<file path="config.mk">
export PLATFORM = sky130hd
export DESIGN_NAME = rsa_crt_decrypt_core
export DESIGN_NICKNAME = d
export VERILOG_FILES = /design/src/rtl/rcd_pkg.sv /design/src/rtl/rcd_serial_unit.sv /design/src/rtl/rsa_crt_decrypt_core.sv
export SDC_FILE = /design/constraint.sdc
export NUM_CORES = 1
export LEC_CHECK = 0
export ABC_AREA = 1
export ABC_CLOCK_PERIOD_IN_PS = 9700
export BUFFER_PORTS_ARGS = -buffer_cell sky130_fd_sc_hd__buf_2
export CAP_MARGIN = 20
export CELL_PAD_IN_SITES_DETAIL_PLACEMENT = 1
export CELL_PAD_IN_SITES_GLOBAL_PLACEMENT = 1
export CORE_MARGIN = 2
export CORE_UTILIZATION = 45
export CTS_CLUSTER_DIAMETER = 50
export CTS_CLUSTER_SIZE = 28
export DETAILED_ROUTE_END_ITERATION = 10
export GPL_ROUTABILITY_DRIVEN = 1
export PLACE_DENSITY = 0.74
export SYNTH_ARGS = -nofsm -noshare
export SYNTH_HDL_FRONTEND = slang
export SYNTH_HIERARCHICAL = 1
export SYNTH_SLANG_ARGS = --single-unit
export TNS_END_PERCENT = 100
</file>
<file path="constraint.sdc">
create_clock -name i_clk -period 9.7 [get_ports i_clk]
set_input_delay 0.485 -clock i_clk [delete_from_list [all_inputs] [get_ports i_clk]]
set_output_delay 0.485 -clock i_clk [all_outputs]
set_load 0.05 [all_outputs]
</file>
<file path="src/rtl/rcd_pkg.sv">
`timescale 1ns / 1ps
`default_nettype none

package rcd_pkg;

    // Fixed width of the prime registers and of all modular values.
    localparam int unsigned MOD_W = 16;

    typedef struct packed {
        logic [31:0] ciphertext_word;
        logic        last_item;
    } t_in;

    typedef struct packed {
        logic [7:0] plaintext_byte;
        logic       last_out;
    } t_out;

    typedef enum logic [1:0] {
        OP_RED = 2'd0,  // 32-bit value reduced mod dv
        OP_DIV = 2'd1,  // 16-bit divide by dv, quotient times a folded mod md
        OP_MUL = 2'd2   // a * x[31:16] mod md
    } t_mu_op;

    typedef struct packed {
        t_mu_op           op;
        logic [31:0]      x;
        logic [MOD_W-1:0] a;
        logic [MOD_W-1:0] dv;
        logic [MOD_W-1:0] md;
    } t_mu_req;

    localparam logic [1:0] CFG_PRIME_P = 2'd0;
    localparam logic [1:0] CFG_PRIME_Q = 2'd1;
    localparam logic [1:0] CFG_PRIV_D  = 2'd2;

endpackage

`default_nettype wire

</file>
<file path="src/rtl/rcd_serial_unit.sv">
`timescale 1ns / 1ps
`default_nettype none

module rcd_serial_unit (
    input  wire logic             i_clk,
    input  wire logic             i_rst_n,
    input  wire logic             i_start,
    input  wire rcd_pkg::t_mu_req i_req,
    output logic                  o_done,
    output logic [15:0]           o_rem,
    output logic [15:0]           o_macc
);
    import rcd_pkg::*;

    logic             r_busy;
    logic             r_done;
    logic [5:0]       r_cnt;
    t_mu_op           r_op;
    logic [31:0]      r_x;
    logic [MOD_W-1:0] r_rem;
    logic [MOD_W-1:0] r_macc;
    logic [MOD_W-1:0] r_a;
    logic [MOD_W-1:0] r_dv;
    logic [MOD_W-1:0] r_md;

    logic             bit_in;
    logic [MOD_W:0]   t_rem;
    logic             ge;
    logic [MOD_W:0]   n_rem;
    logic [MOD_W:0]   s_dbl;
    logic [MOD_W:0]   s_red;
    logic             sel;
    logic [MOD_W:0]   u_sum;
    logic [MOD_W:0]   n_macc;

    // one dividend / multiplier bit per cycle, MSB first
    always_comb begin
        bit_in = r_x[31];
        t_rem  = {r_rem, bit_in};
        ge     = (t_rem >= {1'b0, r_dv});
        n_rem  = ge ? (t_rem - {1'b0, r_dv}) : t_rem;
        s_dbl  = {r_macc, 1'b0};
        s_red  = (s_dbl >= {1'b0, r_md}) ? (s_dbl - {1'b0, r_md}) : s_dbl;
        sel    = (r_op == OP_MUL) ? bit_in : ge;
        u_sum  = s_red + (sel ? {1'b0, r_a} : '0);
        n_macc = (u_sum >= {1'b0, r_md}) ? (u_sum - {1'b0, r_md}) : u_sum;
    end

    always_ff @(posedge i_clk) begin
        if (!i_rst_n) begin
            r_busy <= 1'b0;
            r_done <= 1'b0;
            r_cnt  <= '0;
        end else begin
            r_done <= 1'b0;
            if (i_start) begin
                r_busy <= 1'b1;
                r_cnt  <= (i_req.op == OP_RED) ? 6'd32 : 6'd16;
            end else if (r_busy) begin
                r_cnt <= r_cnt - 6'd1;
                if (r_cnt == 6'd1) begin
                    r_busy <= 1'b0;
                    r_done <= 1'b1;
                end
            end
        end
    end

    always_ff @(posedge i_clk) begin
        if (i_start) begin
            r_op   <= i_req.op;
            r_x    <= i_req.x;
            r_a    <= i_req.a;
            r_dv   <= i_req.dv;
            r_md   <= i_req.md;
            r_rem  <= '0;
            r_macc <= '0;
        end else if (r_busy) begin
            r_x    <= {r_x[30:0], 1'b0};
            r_rem  <= n_rem[MOD_W-1:0];
            r_macc <= n_macc[MOD_W-1:0];
        end
    end

    assign o_done = r_done;
    assign o_rem  = r_rem;
    assign o_macc = r_macc;

endmodule

`default_nettype wire

</file>
<file path="src/rtl/rsa_crt_decrypt_core.sv">
`timescale 1ns / 1ps
`default_nettype none

// RSA decryption by the Chinese remainder theorem. Each input transaction carries one
// 32-bit ciphertext word; each output transaction carries the low byte of the
// recovered message and a copy of the last flag. Primes p, q and exponent d are to be
// written through the register port only while the core is idle; the core does not
// enforce this. Any write of p, q or d drops the cached key, and the next transaction
// first derives dP = d mod (p-1), dQ = d mod (q-1) and qInv = q^-1 mod p (three
// 32-bit reductions, then extended Euclid with one division step per iteration,
// up to about 23 iterations).
// The reductions, divides and modular multiplies run through one bit-serial unit that
// handles one bit per cycle. A transaction takes three reductions and the multiply
// for h, plus one square per exponent bit and one multiply per set bit over two
// 16-bit exponents, all through that single unit. The input is taken only while
// the core is idle; the finished result sits in an output register, so a new
// transaction may start while it still waits to be taken.
// Primes below two give a plaintext byte of zero.
module rsa_crt_decrypt_core #(
    parameter int unsigned PRIME_BITS = 16
) (
    input  wire logic           i_clk,
    input  wire logic           i_rst_n,
    input  wire logic           i_in_valid,
    output logic                o_in_stall,
    input  wire rcd_pkg::t_in   i_in_data,
    output logic                o_out_valid,
    input  wire logic           i_out_stall,
    output rcd_pkg::t_out       o_out_data,
    input  wire logic           i_cfg_we,
    input  wire logic [1:0]     i_cfg_index,
    input  wire logic [31:0]    i_cfg_data
);
    import rcd_pkg::*;

    localparam logic [MOD_W-1:0] PMASK = (PRIME_BITS >= MOD_W) ? {MOD_W{1'b1}} :
        MOD_W'((32'd1 << PRIME_BITS) - 32'd1);

    typedef enum logic [11:0] {
        S_IDLE = 12'b000000000001,
        S_DP   = 12'b000000000010,
        S_DQ   = 12'b000000000100,
        S_QR   = 12'b000000001000,
        S_INV  = 12'b000000010000,
        S_CP   = 12'b000000100000,
        S_CQ   = 12'b000001000000,
        S_SQ   = 12'b000010000000,
        S_ML   = 12'b000100000000,
        S_M2R  = 12'b001000000000,
        S_H    = 12'b010000000000,
        S_OUT  = 12'b100000000000
    } t_state;

    t_state           r_state;
    logic             r_issued;
    logic             r_key_ok;
    logic [MOD_W-1:0] r_p, r_q;
    logic [31:0]      r_d;
    logic [MOD_W-1:0] r_dp, r_dq, r_qinv;
    logic [31:0]      r_c;
    logic             r_last;
    logic [MOD_W-1:0] r_cp, r_cq, r_m1, r_m2, r_acc, r_diff;
    logic [MOD_W-1:0] r_e;
    logic [3:0]       r_ecnt;
    logic             r_phase;   // 0: exponent mod p, 1: mod q
    logic [MOD_W-1:0] r_r0, r_r1, r_t0, r_t1;
    logic [7:0]       r_byte;
    logic             r_out_valid;
    t_out             r_out;

    logic             in_acc;
    logic             mu_start;
    t_mu_req          mu_req;
    logic             mu_done;
    logic [MOD_W-1:0] mu_rem, mu_macc;
    logic             work;
    logic [MOD_W-1:0] md_exp, base_exp;
    logic [MOD_W:0]   tn_w, diff_w;
    logic [7:0]       hq;
    logic             keys_bad;
    logic             out_free;

    assign in_acc     = i_in_valid && !o_in_stall;
    assign o_in_stall = (r_state != S_IDLE);
    assign keys_bad   = (r_p < MOD_W'(2)) || (r_q < MOD_W'(2));
    assign out_free   = !r_out_valid || !i_out_stall;
    assign md_exp     = r_phase ? r_q : r_p;
    assign base_exp   = r_phase ? r_cq : r_cp;

    always_comb begin
        mu_req = '{op: OP_RED, x: '0, a: '0, dv: r_p, md: r_p};
        work   = 1'b0;
        unique case (r_state)
            S_DP:  begin work = 1'b1; mu_req.x = r_d; mu_req.dv = r_p - MOD_W'(1); end
            S_DQ:  begin work = 1'b1; mu_req.x = r_d; mu_req.dv = r_q - MOD_W'(1); end
            S_QR:  begin work = 1'b1; mu_req.x = {16'd0, r_q}; end
            S_INV: begin
                work       = (r_r1 != '0);
                mu_req.op  = OP_DIV;
                mu_req.x   = {r_r0, 16'd0};
                mu_req.a   = r_t1;
                mu_req.dv  = r_r1;
            end
            S_CP:  begin work = 1'b1; mu_req.x = r_c; end
            S_CQ:  begin work = 1'b1; mu_req.x = r_c; mu_req.dv = r_q; end
            S_SQ:  begin
                work      = 1'b1;
                mu_req.op = OP_MUL;
                mu_req.x  = {r_acc, 16'd0};
                mu_req.a  = r_acc;
                mu_req.md = md_exp;
                mu_req.dv = md_exp;
            end
            S_ML:  begin
                work      = 1'b1;
                mu_req.op = OP_MUL;
                mu_req.x  = {base_exp, 16'd0};
                mu_req.a  = r_acc;
                mu_req.md = md_exp;
                mu_req.dv = md_exp;
            end
            S_M2R: begin work = 1'b1; mu_req.x = {16'd0, r_m2}; end
            S_H:   begin
                work      = 1'b1;
                mu_req.op = OP_MUL;
                mu_req.x  = {r_diff, 16'd0};
                mu_req.a  = r_qinv;
            end
            default: work = 1'b0;
        endcase
    end

    assign mu_start = work && !r_issued;

    rcd_serial_unit u_unit (
        .i_clk   (i_clk),
        .i_rst_n (i_rst_n),
        .i_start (mu_start),
        .i_req   (mu_req),
        .o_done  (mu_done),
        .o_rem   (mu_rem),
        .o_macc  (mu_macc)
    );

    // Euclid coefficient update and CRT difference, both mod p
    assign tn_w = (r_t0 >= mu_macc) ? ({1'b0, r_t0} - {1'b0, mu_macc})
                                    : ({1'b0, r_t0} + {1'b0, r_p} - {1'b0, mu_macc});
    assign diff_w = (r_m1 >= mu_rem) ? ({1'b0, r_m1} - {1'b0, mu_rem})
                                     : ({1'b0, r_m1} + {1'b0, r_p} - {1'b0, mu_rem});
    // only the low byte of m2 + h*q is needed
    assign hq = mu_macc[7:0] * r_q[7:0];

    always_ff @(posedge i_clk) begin
        if (!i_rst_n) begin
            r_state     <= S_IDLE;
            r_issued    <= 1'b0;
            r_key_ok    <= 1'b0;
            r_p         <= MOD_W'(3);
            r_q         <= MOD_W'(5);
            r_d         <= 32'd1;
            r_out_valid <= 1'b0;
        end else begin
            if (mu_start) begin
                r_issued <= 1'b1;
            end
            if (mu_done) begin
                r_issued <= 1'b0;
            end
            if (r_out_valid && !i_out_stall) begin
                r_out_valid <= 1'b0;
            end
            if (i_cfg_we) begin
                unique case (i_cfg_index)
                    CFG_PRIME_P: begin r_p <= i_cfg_data[15:0] & PMASK; r_key_ok <= 1'b0; end
                    CFG_PRIME_Q: begin r_q <= i_cfg_data[15:0] & PMASK; r_key_ok <= 1'b0; end
                    CFG_PRIV_D:  begin r_d <= i_cfg_data; r_key_ok <= 1'b0; end
                    default: ;
                endcase
            end

            unique case (r_state)
                S_IDLE: begin
                    if (in_acc) begin
                        r_c    <= i_in_data.ciphertext_word;
                        r_last <= i_in_data.last_item;
                        if (keys_bad) begin
                            r_byte  <= 8'd0;
                            r_state <= S_OUT;
                        end else if (!r_key_ok) begin
                            r_state <= S_DP;
                        end else begin
                            r_state <= S_CP;
                        end
                    end
                end
                S_DP: if (mu_done) begin
                    r_dp    <= mu_rem;
                    r_state <= S_DQ;
                end
                S_DQ: if (mu_done) begin
                    r_dq    <= mu_rem;
                    r_state <= S_QR;
                end
                S_QR: if (mu_done) begin
                    r_r0    <= r_p;
                    r_r1    <= mu_rem;
                    r_t0    <= '0;
                    r_t1    <= MOD_W'(1);
                    r_state <= S_INV;
                end
                S_INV: begin
                    if (r_r1 == '0) begin
                        r_qinv   <= (r_r0 == MOD_W'(1)) ? r_t0 : '0;
                        r_key_ok <= 1'b1;
                        r_state  <= S_CP;
                    end else if (mu_done) begin
                        r_r0 <= r_r1;
                        r_r1 <= mu_rem;
                        r_t0 <= r_t1;
                        r_t1 <= tn_w[MOD_W-1:0];
                    end
                end
                S_CP: if (mu_done) begin
                    r_cp    <= mu_rem;
                    r_state <= S_CQ;
                end
                S_CQ: if (mu_done) begin
                    r_cq    <= mu_rem;
                    r_e     <= r_dp;
                    r_ecnt  <= 4'd15;
                    r_acc   <= MOD_W'(1);
                    r_phase <= 1'b0;
                    r_state <= S_SQ;
                end
                S_SQ, S_ML: if (mu_done) begin
                    r_acc <= mu_macc;
                    if (r_state == S_SQ && r_e[MOD_W-1]) begin
                        r_state <= S_ML;
                    end else begin
                        r_e    <= {r_e[MOD_W-2:0], 1'b0};
                        r_ecnt <= r_ecnt - 4'd1;
                        if (r_ecnt != 4'd0) begin
                            r_state <= S_SQ;
                        end else if (!r_phase) begin
                            r_m1    <= mu_macc;
                            r_e     <= r_dq;
                            r_ecnt  <= 4'd15;
                            r_acc   <= MOD_W'(1);
                            r_phase <= 1'b1;
                            r_state <= S_SQ;
                        end else begin
                            r_m2    <= mu_macc;
                            r_state <= S_M2R;
                        end
                    end
                end
                S_M2R: if (mu_done) begin
                    r_diff  <= diff_w[MOD_W-1:0];
                    r_state <= S_H;
                end
                S_H: if (mu_done) begin
                    r_byte  <= r_m2[7:0] + hq;
                    r_state <= S_OUT;
                end
                S_OUT: begin
                    if (out_free) begin
                        r_out_valid <= 1'b1;
                        r_out       <= '{plaintext_byte: r_byte, last_out: r_last};
                        r_state     <= S_IDLE;
                    end
                end
                default: r_state <= S_IDLE;
            endcase
        end
    end

    assign o_out_valid = r_out_valid;
    assign o_out_data  = r_out;

    // the serial unit only reports completion of work it was given
    a_done_issued: assert property (@(posedge i_clk) disable iff (!i_rst_n)
        mu_done |-> r_issued)
        else $error("serial unit done without a request");

    // an accepted transaction always leaves idle
    a_accept_busy: assert property (@(posedge i_clk) disable iff (!i_rst_n)
        in_acc |=> (r_state != S_IDLE))
        else $error("transaction accepted but core stayed idle");

    // a result appears only out of the output state
    a_out_source: assert property (@(posedge i_clk) disable iff (!i_rst_n)
        $rose(r_out_valid) |-> $past(r_state == S_OUT))
        else $error("output valid raised outside the output state");

endmodule

`default_nettype wire

</file>
==> summary.md, run 1 <==
| Metric | Value |
|---|---|
| Status | complete, no violations |
| Biggest regs | r_c (32), r_d (32), u_unit/r_x (32) |
| Largest net degree at the start of global routing | 69 |
| Post-CTS sizing | 0 |
| Worst hold path startpoint | i_in_data[2] |
| Finished Layout Cells | 4,445 |
| Clk root buf | clkbuf_16 |
| Vias in the first global route | 26,560 |
| Max Clock Skew | between 0.04 and 0.05 ns |
| Initial drt markers | 2,460 |
| Final wirelength | roughly 110,000 um |
| Static leakage | 14.75 nW |
| Placed cells | roughly 4,300 |
| Later-pin clock latency in the skew report | between 0.6 and 0.7 ns |
| Placer Congestion | between 0.9 and 1 |
| Hold Worst Slack | 0.04855 ns |
| Syn-to-layout area delta | 13.04% |
| Post-route cell area | 33,050 um^2 |
| Slew margin rel. | 0.2408 |
| Syn Area/Cell | 8.504 um^2 |
| Met1 Track Usage GR | 0.4540 |
| Fraction of registers with async set/reset | 0 |
| Final core utilization | 0.5136 |
| Total of max-cap violations | 0 |
| ANT nets after route | 0 |
| CTS sink cnt | 480 |
| Area after DPL | 30,680 um^2 |
| GRT Residual Overflow | 0 |
| Ports | 83 |
| Die area | 67,030 um^2 |
| Most frequent cells in the layout | nand2_1 (784), inv_1 (513), edfxtp_1 (361) |
| Hpwl dp | around 85,000 um |
| Clock transition at path regs | roughly 0.070 ns |
| Via density | around 5.8 |
| Final min period | 6.562 ns |
| CP Class | reg -> reg |
| Vias | 25,720 |
| Sequential area share after synthesis | 0.4522 |
| Initial core utilization | 0.4544 |
| Share of layout cells above drive strength 1 | 0.09362 |
| Worst Path Max Fanout | 30 |
| First-pass GRT wire length | 168,600 um |
| Synthesized Nets | around 3,700 |
| CP required | 10.22 ns |
| Drt drc | 0 |
| Final cycle utilization of the critical path | 0.6765 |
| Least-Margin Pin Slew | 1.136 ns |
| TNS Setup | 0 ns |
| Endpoint class of the critical path | register |
| Area of the multi-input gates | 13,600 um^2 |
| Unrepaired setup endpoints after global routing | false |
| # nets final | 3,810 |
| Die height | 258.9 um |
| Pwr per Cell Area | between 200 and 300 nW/um^2 |
| Antenna violations before repair | 2 |
| EDFF count, synth | 361 |
| Synth Flop Type | edfxtp_1 |
| Cell mode on critical path | nand2_1 |
| TritonCTS clock tree | built |
| Critical path launch point type | register |
| Drt first pass iters | 5 |
| Worst EP arrival | roughly 7.1 ns |
| Max frequency | 152.4 MHz |
| FF/Latch Area | 13,220 um^2 |
| Yosys reg bits | 480 |
| # fillers | 7,627 |
| Clk buf depth | 3 |
| Fin. Hold Viols | 0 |
| Htree depth | 3 |
| Critical R2R Launch | u_unit/o_rem[5] |
| IO buf count | 82 |
| Met3 Use GR | 0.05292 |
| Area of the mapped netlist | 29,240 um^2 |
| All-Layer GR Usage | 0.3377 |
| TritonCTS Buffers | 67 |
| Worst setup path start | u_unit/o_rem[5] |
| Delay of the slowest critical-path stage | about 0.57 ns |
| Worst VDD drop | roughly 140 uV |
| Pins over their slew limit | 0 |
| Wirelength per Cell | 25.45 um |
| GR Layer Usage met2 | 0.5434 |
| CP max stage cell | a21oi_4 |
| Busiest grt layer | met2 |
| Chip width | about 260 um |
| Leading cell type in the layout, fill and taps excluded | nand2_1 |
| Rows | 93 |
| # Post-CTS Setup Buffers | 0 |
| Core area | 64,350 um^2 |
| Yosys cell types | around 60 |
| Hold-fix buffers, CTS | 0 |
| Setup violations, final | 0 |
| Worst min path class | in -> reg |
| Syn. warnings | 6 |
| Post-synthesis cell count | about 3,400 |
[cells by family (layout without fill, tap and decap cells)]
| logic type | count (synthesis) | count (layout) | share of synthesized area |
|---|---|---|---|
| other cells | 0 | 1 | 0 |
| flops | 480 | 480 | 0.4522 |
| compound gates | 617 | 617 | 0.1262 |
| buf+inv | 630 | 781 | 0.08439 |
| xor+xnor | 103 | 103 | 0.03085 |
| mux | 1 | 1 | 0.0003424 |
| simple gates | 1406 | 1406 | 0.2061 |
| fa+ha+maj | 201 | 201 | 0.09988 |
[cell type report]
| class | instances | share of cell area |
|---|---|---|
| clock inverters | 44 | 0.01723 |
| diodes | 1 | 0.00007571 |
| clock buffers | 77 | 0.05436 |
| inverters | 526 | 0.05974 |
| flip-flops and latches | 480 | 0.4001 |
| repair buffers | 134 | 0.02476 |
| well taps | 855 | 0.03237 |
| multi-input cells | 2328 | 0.4114 |
[report_power, final]
part,leakage (nW),internal [mW],switching (mW)
registers,4.53,2.51,0.152
logic,9.06,1.21,2.79
clock network,1.16,1.56,1.06
total,14.8,5.28,4.00
[per-layer routing]
metal	wire, um	up-vias
met2	52090	890
met4	4949	4
met3	7451	221
li1	-	11690
met1	48620	12910
met5	27	-
[worst paths after layout]
path	depth (start not counted)	endpoint	slack, ns
max	30	u_unit/o_macc[7]	3.14
min	1	r_c[1]	0.05
max reg2reg	30	u_unit/o_macc[7]	3.14
min reg2reg	0	o_out_data[4]	0.43
[Yosys cell counts (19+ instances only)]
master	count	share of area
clkbuf_1	63	0.0081
xor2_1	56	0.017
fa_1	54	0.037
nand3_1	156	0.027
dfxtp_1	119	0.081
nor3_1	49	0.0084
nand4_1	46	0.0098
a221o_1	19	0.0065
o21ai_0	204	0.035
o211ai_1	47	0.012
nor2_1	280	0.036
a31oi_1	26	0.0056
nand2_1	785	0.10
a21oi_1	199	0.034
inv_1	513	0.066
edfxtp_1	361	0.37
ha_1	147	0.063
xnor2_1	47	0.014
buf_2	25	0.0043
[through the flow]
| stage | worst slack, ns | power (mW) |
|---|---|---|
| CTS | 3.265 | 9.240 |
| global placement | 3.509 | 6.504 |
| finish | 3.138 | 9.280 |
| global route | 2.590 | 9.822 |
| detailed placement | 3.394 | 6.590 |
| floorplan | 4.453 | 5.375 |
[worst max-delay path: cells and delay by family (launching register included)]
family                     cells  cell delay, ns
adders and majority gates      4            1.44
xor gates and xnor gates       1            0.26
AOI/OAI and AO/OA              6            1.59
and+or+nand+nor               18            2.53
DFF                            1            0.55
buffers and inverters          1            0.09
No activity file was read; power rests on OpenSTA's default activity.
==> run 2, diff against run 1 <==
--- a/config.mk
+++ b/config.mk
@@ -6,18 +6,18 @@
 export NUM_CORES = 1
 export LEC_CHECK = 0
 export ABC_AREA = 1
-export ABC_CLOCK_PERIOD_IN_PS = 9700
+export ABC_CLOCK_PERIOD_IN_PS = 5620
 export BUFFER_PORTS_ARGS = -buffer_cell sky130_fd_sc_hd__buf_2
 export CAP_MARGIN = 20
 export CELL_PAD_IN_SITES_DETAIL_PLACEMENT = 1
 export CELL_PAD_IN_SITES_GLOBAL_PLACEMENT = 1
 export CORE_MARGIN = 2
-export CORE_UTILIZATION = 45
+export CORE_UTILIZATION = 44
 export CTS_CLUSTER_DIAMETER = 50
 export CTS_CLUSTER_SIZE = 28
 export DETAILED_ROUTE_END_ITERATION = 10
 export GPL_ROUTABILITY_DRIVEN = 1
-export PLACE_DENSITY = 0.74
+export PLACE_DENSITY = 0.75
 export SYNTH_ARGS = -nofsm -noshare
 export SYNTH_HDL_FRONTEND = slang
 export SYNTH_HIERARCHICAL = 1
==> constraint.sdc (replaced) <==
create_clock -name i_clk -period 5.62 [get_ports i_clk]
set_input_delay 0.281 -clock i_clk [delete_from_list [all_inputs] [get_ports i_clk]]
set_output_delay 0.281 -clock i_clk [all_outputs]
set_load 0.05 [all_outputs]
==> run 2 against run 1 <==
  * Worst setup slack worse by 2.8 ns
  * Die area grew 2.2%
  * Via count is 2.2% higher
  * Clock skew shrank 0.0081 ns
  * Largest cell class unchanged
  * Highest routed layer is now met4
==> summary.md, run 2 (synthesis results as in run 1) <==
| Metric | Value |
|---|---|
| Share of layout cells above drive strength 1 | 0.1081 (+0.01451) |
| Least-Margin Pin Slew | 1.043 ns (-0.09253 ns) |
| Highest Signal Layer | met4 |
| Hold Worst Slack | 0.01462 ns (-0.03393 ns) |
| Drt first pass iters | 7 (+2) |
| Final min period | 5.314 ns (-1.248 ns) |
| Final wirelength | 116,700 um (+3.2%) |
| TritonCTS clock tree | built |
| Clock transition at path regs | 0.06 ns (about the same) |
| Die area | 68,530 um^2 (+2.2%) |
| Drt drc | 0 (unchanged) |
| # nets final | 3,909 (+2.6%) |
| Met3 wire len | 7484 um (+0.44%) |
| Initial drt markers | 2,238 (-9.0%) |
| Placer Congestion | 0.9590 (+1.1%) |
| TritonCTS Buffers | 66 (-1.5%) |
| Wirelength per Cell | 25.63 um (+0.68%) |
| WL met2 | 54,170 um (+4.0%) |
| Status | complete, no violations |
| Area after DPL | 30,950 um^2 (+0.88%) |
| Worst min path class | in -> reg |
| Post-route cell area | 34,140 um^2 (+3.3%) |
| Total of max-cap violations | 0 (unchanged) |
| Endpoint class of the critical path | register |
| Clk root buf | clkbuf_16 |
| Leading cell type in the layout, fill and taps excluded | nand2_1 |
| Clk buf depth | 3 (unchanged) |
| Ports | 83 (unchanged) |
| Hpwl dp | 85,770 um (+1.4%) |
| Htree depth | 3 (unchanged) |
| Final cycle utilization of the critical path | 0.9455 (+0.2690) |
| Setup violations, final | 0 (unchanged) |
| Delay of the slowest critical-path stage | 0.43 ns (-0.14 ns) |
| Worst EP arrival | 5.79 ns (-1.29 ns) |
| Worst VDD drop | 269.1 uV (+86%) |
| Final core utilization | 0.5193 (+0.005714) |
| Cell mode on critical path | nand2_1 |
| Chip width | 261.8 um (+1.1%) |
| Vias in the first global route | 27,360 (+3.0%) |
| Finished Layout Cells | 4,556 (+2.5%) |
| Biggest regs | r_c (32), r_d (32), u_unit/r_x (32) |
| Fin. Hold Viols | 0 (unchanged) |
| Initial core utilization | 0.4447 (-0.009659) |
| TNS Setup | 0 ns (unchanged) |
| First-pass GRT wire length | 171,700 um (+1.8%) |
| Max Clock Skew | 0.03780 ns (-0.008084 ns) |
| Critical path launch point type | register |
| Rows | 94 (+1.1%) |
| Core area | 65,750 um^2 (+2.2%) |
| Later-pin clock latency in the skew report | 0.63 ns (about the same) |
| Post-layout worst setup margin | 0.3063 ns (-2.832 ns) |
| WL met1 | 49,640 um (+2.1%) |
| Pins over their slew limit | 0 (unchanged) |
| ANT nets after route | 0 (unchanged) |
| Syn-to-layout area delta | 16.78% |
| GRT Residual Overflow | 0 (unchanged) |
| CP required | 6.10 ns (-4.12 ns) |
| Static leakage | 15.22 nW (+3.1%) |
| Pwr per Cell Area | 484.4 nW/um^2 (+73%) |
| Placed cells | 4,363 (+0.93%) |
| Max frequency | 188.2 MHz (+23%) |
| CP Class | reg -> reg |
| Antenna violations before repair | 2 (unchanged) |
| Via density | 5.769 (-0.29%) |
| CP max stage cell | ha_1 |
| Worst Path Max Fanout | 10 (-67%) |
| CTS sink cnt | 480 (unchanged) |
| Vias | 26,280 (+2.2%) |
| Most frequent cells in the layout | nand2_1 (784), inv_1 (510), edfxtp_1 (361) |
| IO buf count | 82 (unchanged) |
| All-Layer GR Usage | 0.3384 (+0.0007368) |
| Largest net degree at the start of global routing | 56 (-19%) |
| Slew margin rel. | 0.2973 (+0.05646) |
| Tot Pwr | 16.54 mW (+78%) |
| Worst slack, placed | 0.08139 ns (-3.312 ns) |
| Die height | 261.8 um (+1.1%) |
## run 2: path summary, 6_finish.rpt
| kind | start | end | slack (ns) | depth (start not counted) |
|---|---|---|---|---|
| hold / removal | i_cfg_data[9] | r_d[9] | 0.01 | 3 |
| setup / recovery | u_unit/r_md[1] | u_unit/o_macc[2] | 0.31 | 30 |
| hold reg to reg | r_byte[5] | o_out_data[6] | 0.42 | 0 |
| setup reg to reg | u_unit/r_md[1] | u_unit/o_macc[2] | 0.31 | 30 |
## run 2: critical path, delay by kind of cell (launching register included)
kind,cells,cell delay (ns)
AO/OA/AOI/OAI,4,0.79
AND/OR/NAND/NOR,18,2.13
buffers and inverters,4,0.58
flip-flops,1,0.38
adder cells (fa/ha/maj),4,1.32
## run 2: area by class of cell
type,count,area (um^2)
antenna,2,5.005
clock buffer,71,1733
clock inverter,51,641.9
fill,7704,31600
inverter,526,1978
multi-input combinational,2329,13710
sequential,480,13220
tap,864,1081
timing repair buffer,232,1769
timing repair inverter,1,7.507
## run 2: routing by layer
layer,global-route usage,up-vias
li1,-,11900
met1,0.4425,13150
met2,0.5550,977
met3,0.05864,256
met4,0.1417,0
met5,0,-
## run 2: timing repair
action	4_1_cts	5_1_grt
buffers inserted	0	5
setup endpoints to repair	0	16
resized for setup	0	29
hold endpoints to repair	65	0
hold buffers	61	0
## run 2: power breakdown
| group | internal [mW] | switching (mW) |
|---|---|---|
| Sequential | 4.32 | 0.191 |
| Combinational | 2.35 | 5.17 |
| Clock | 2.56 | 1.96 |
| Total | 9.22 | 7.31 |
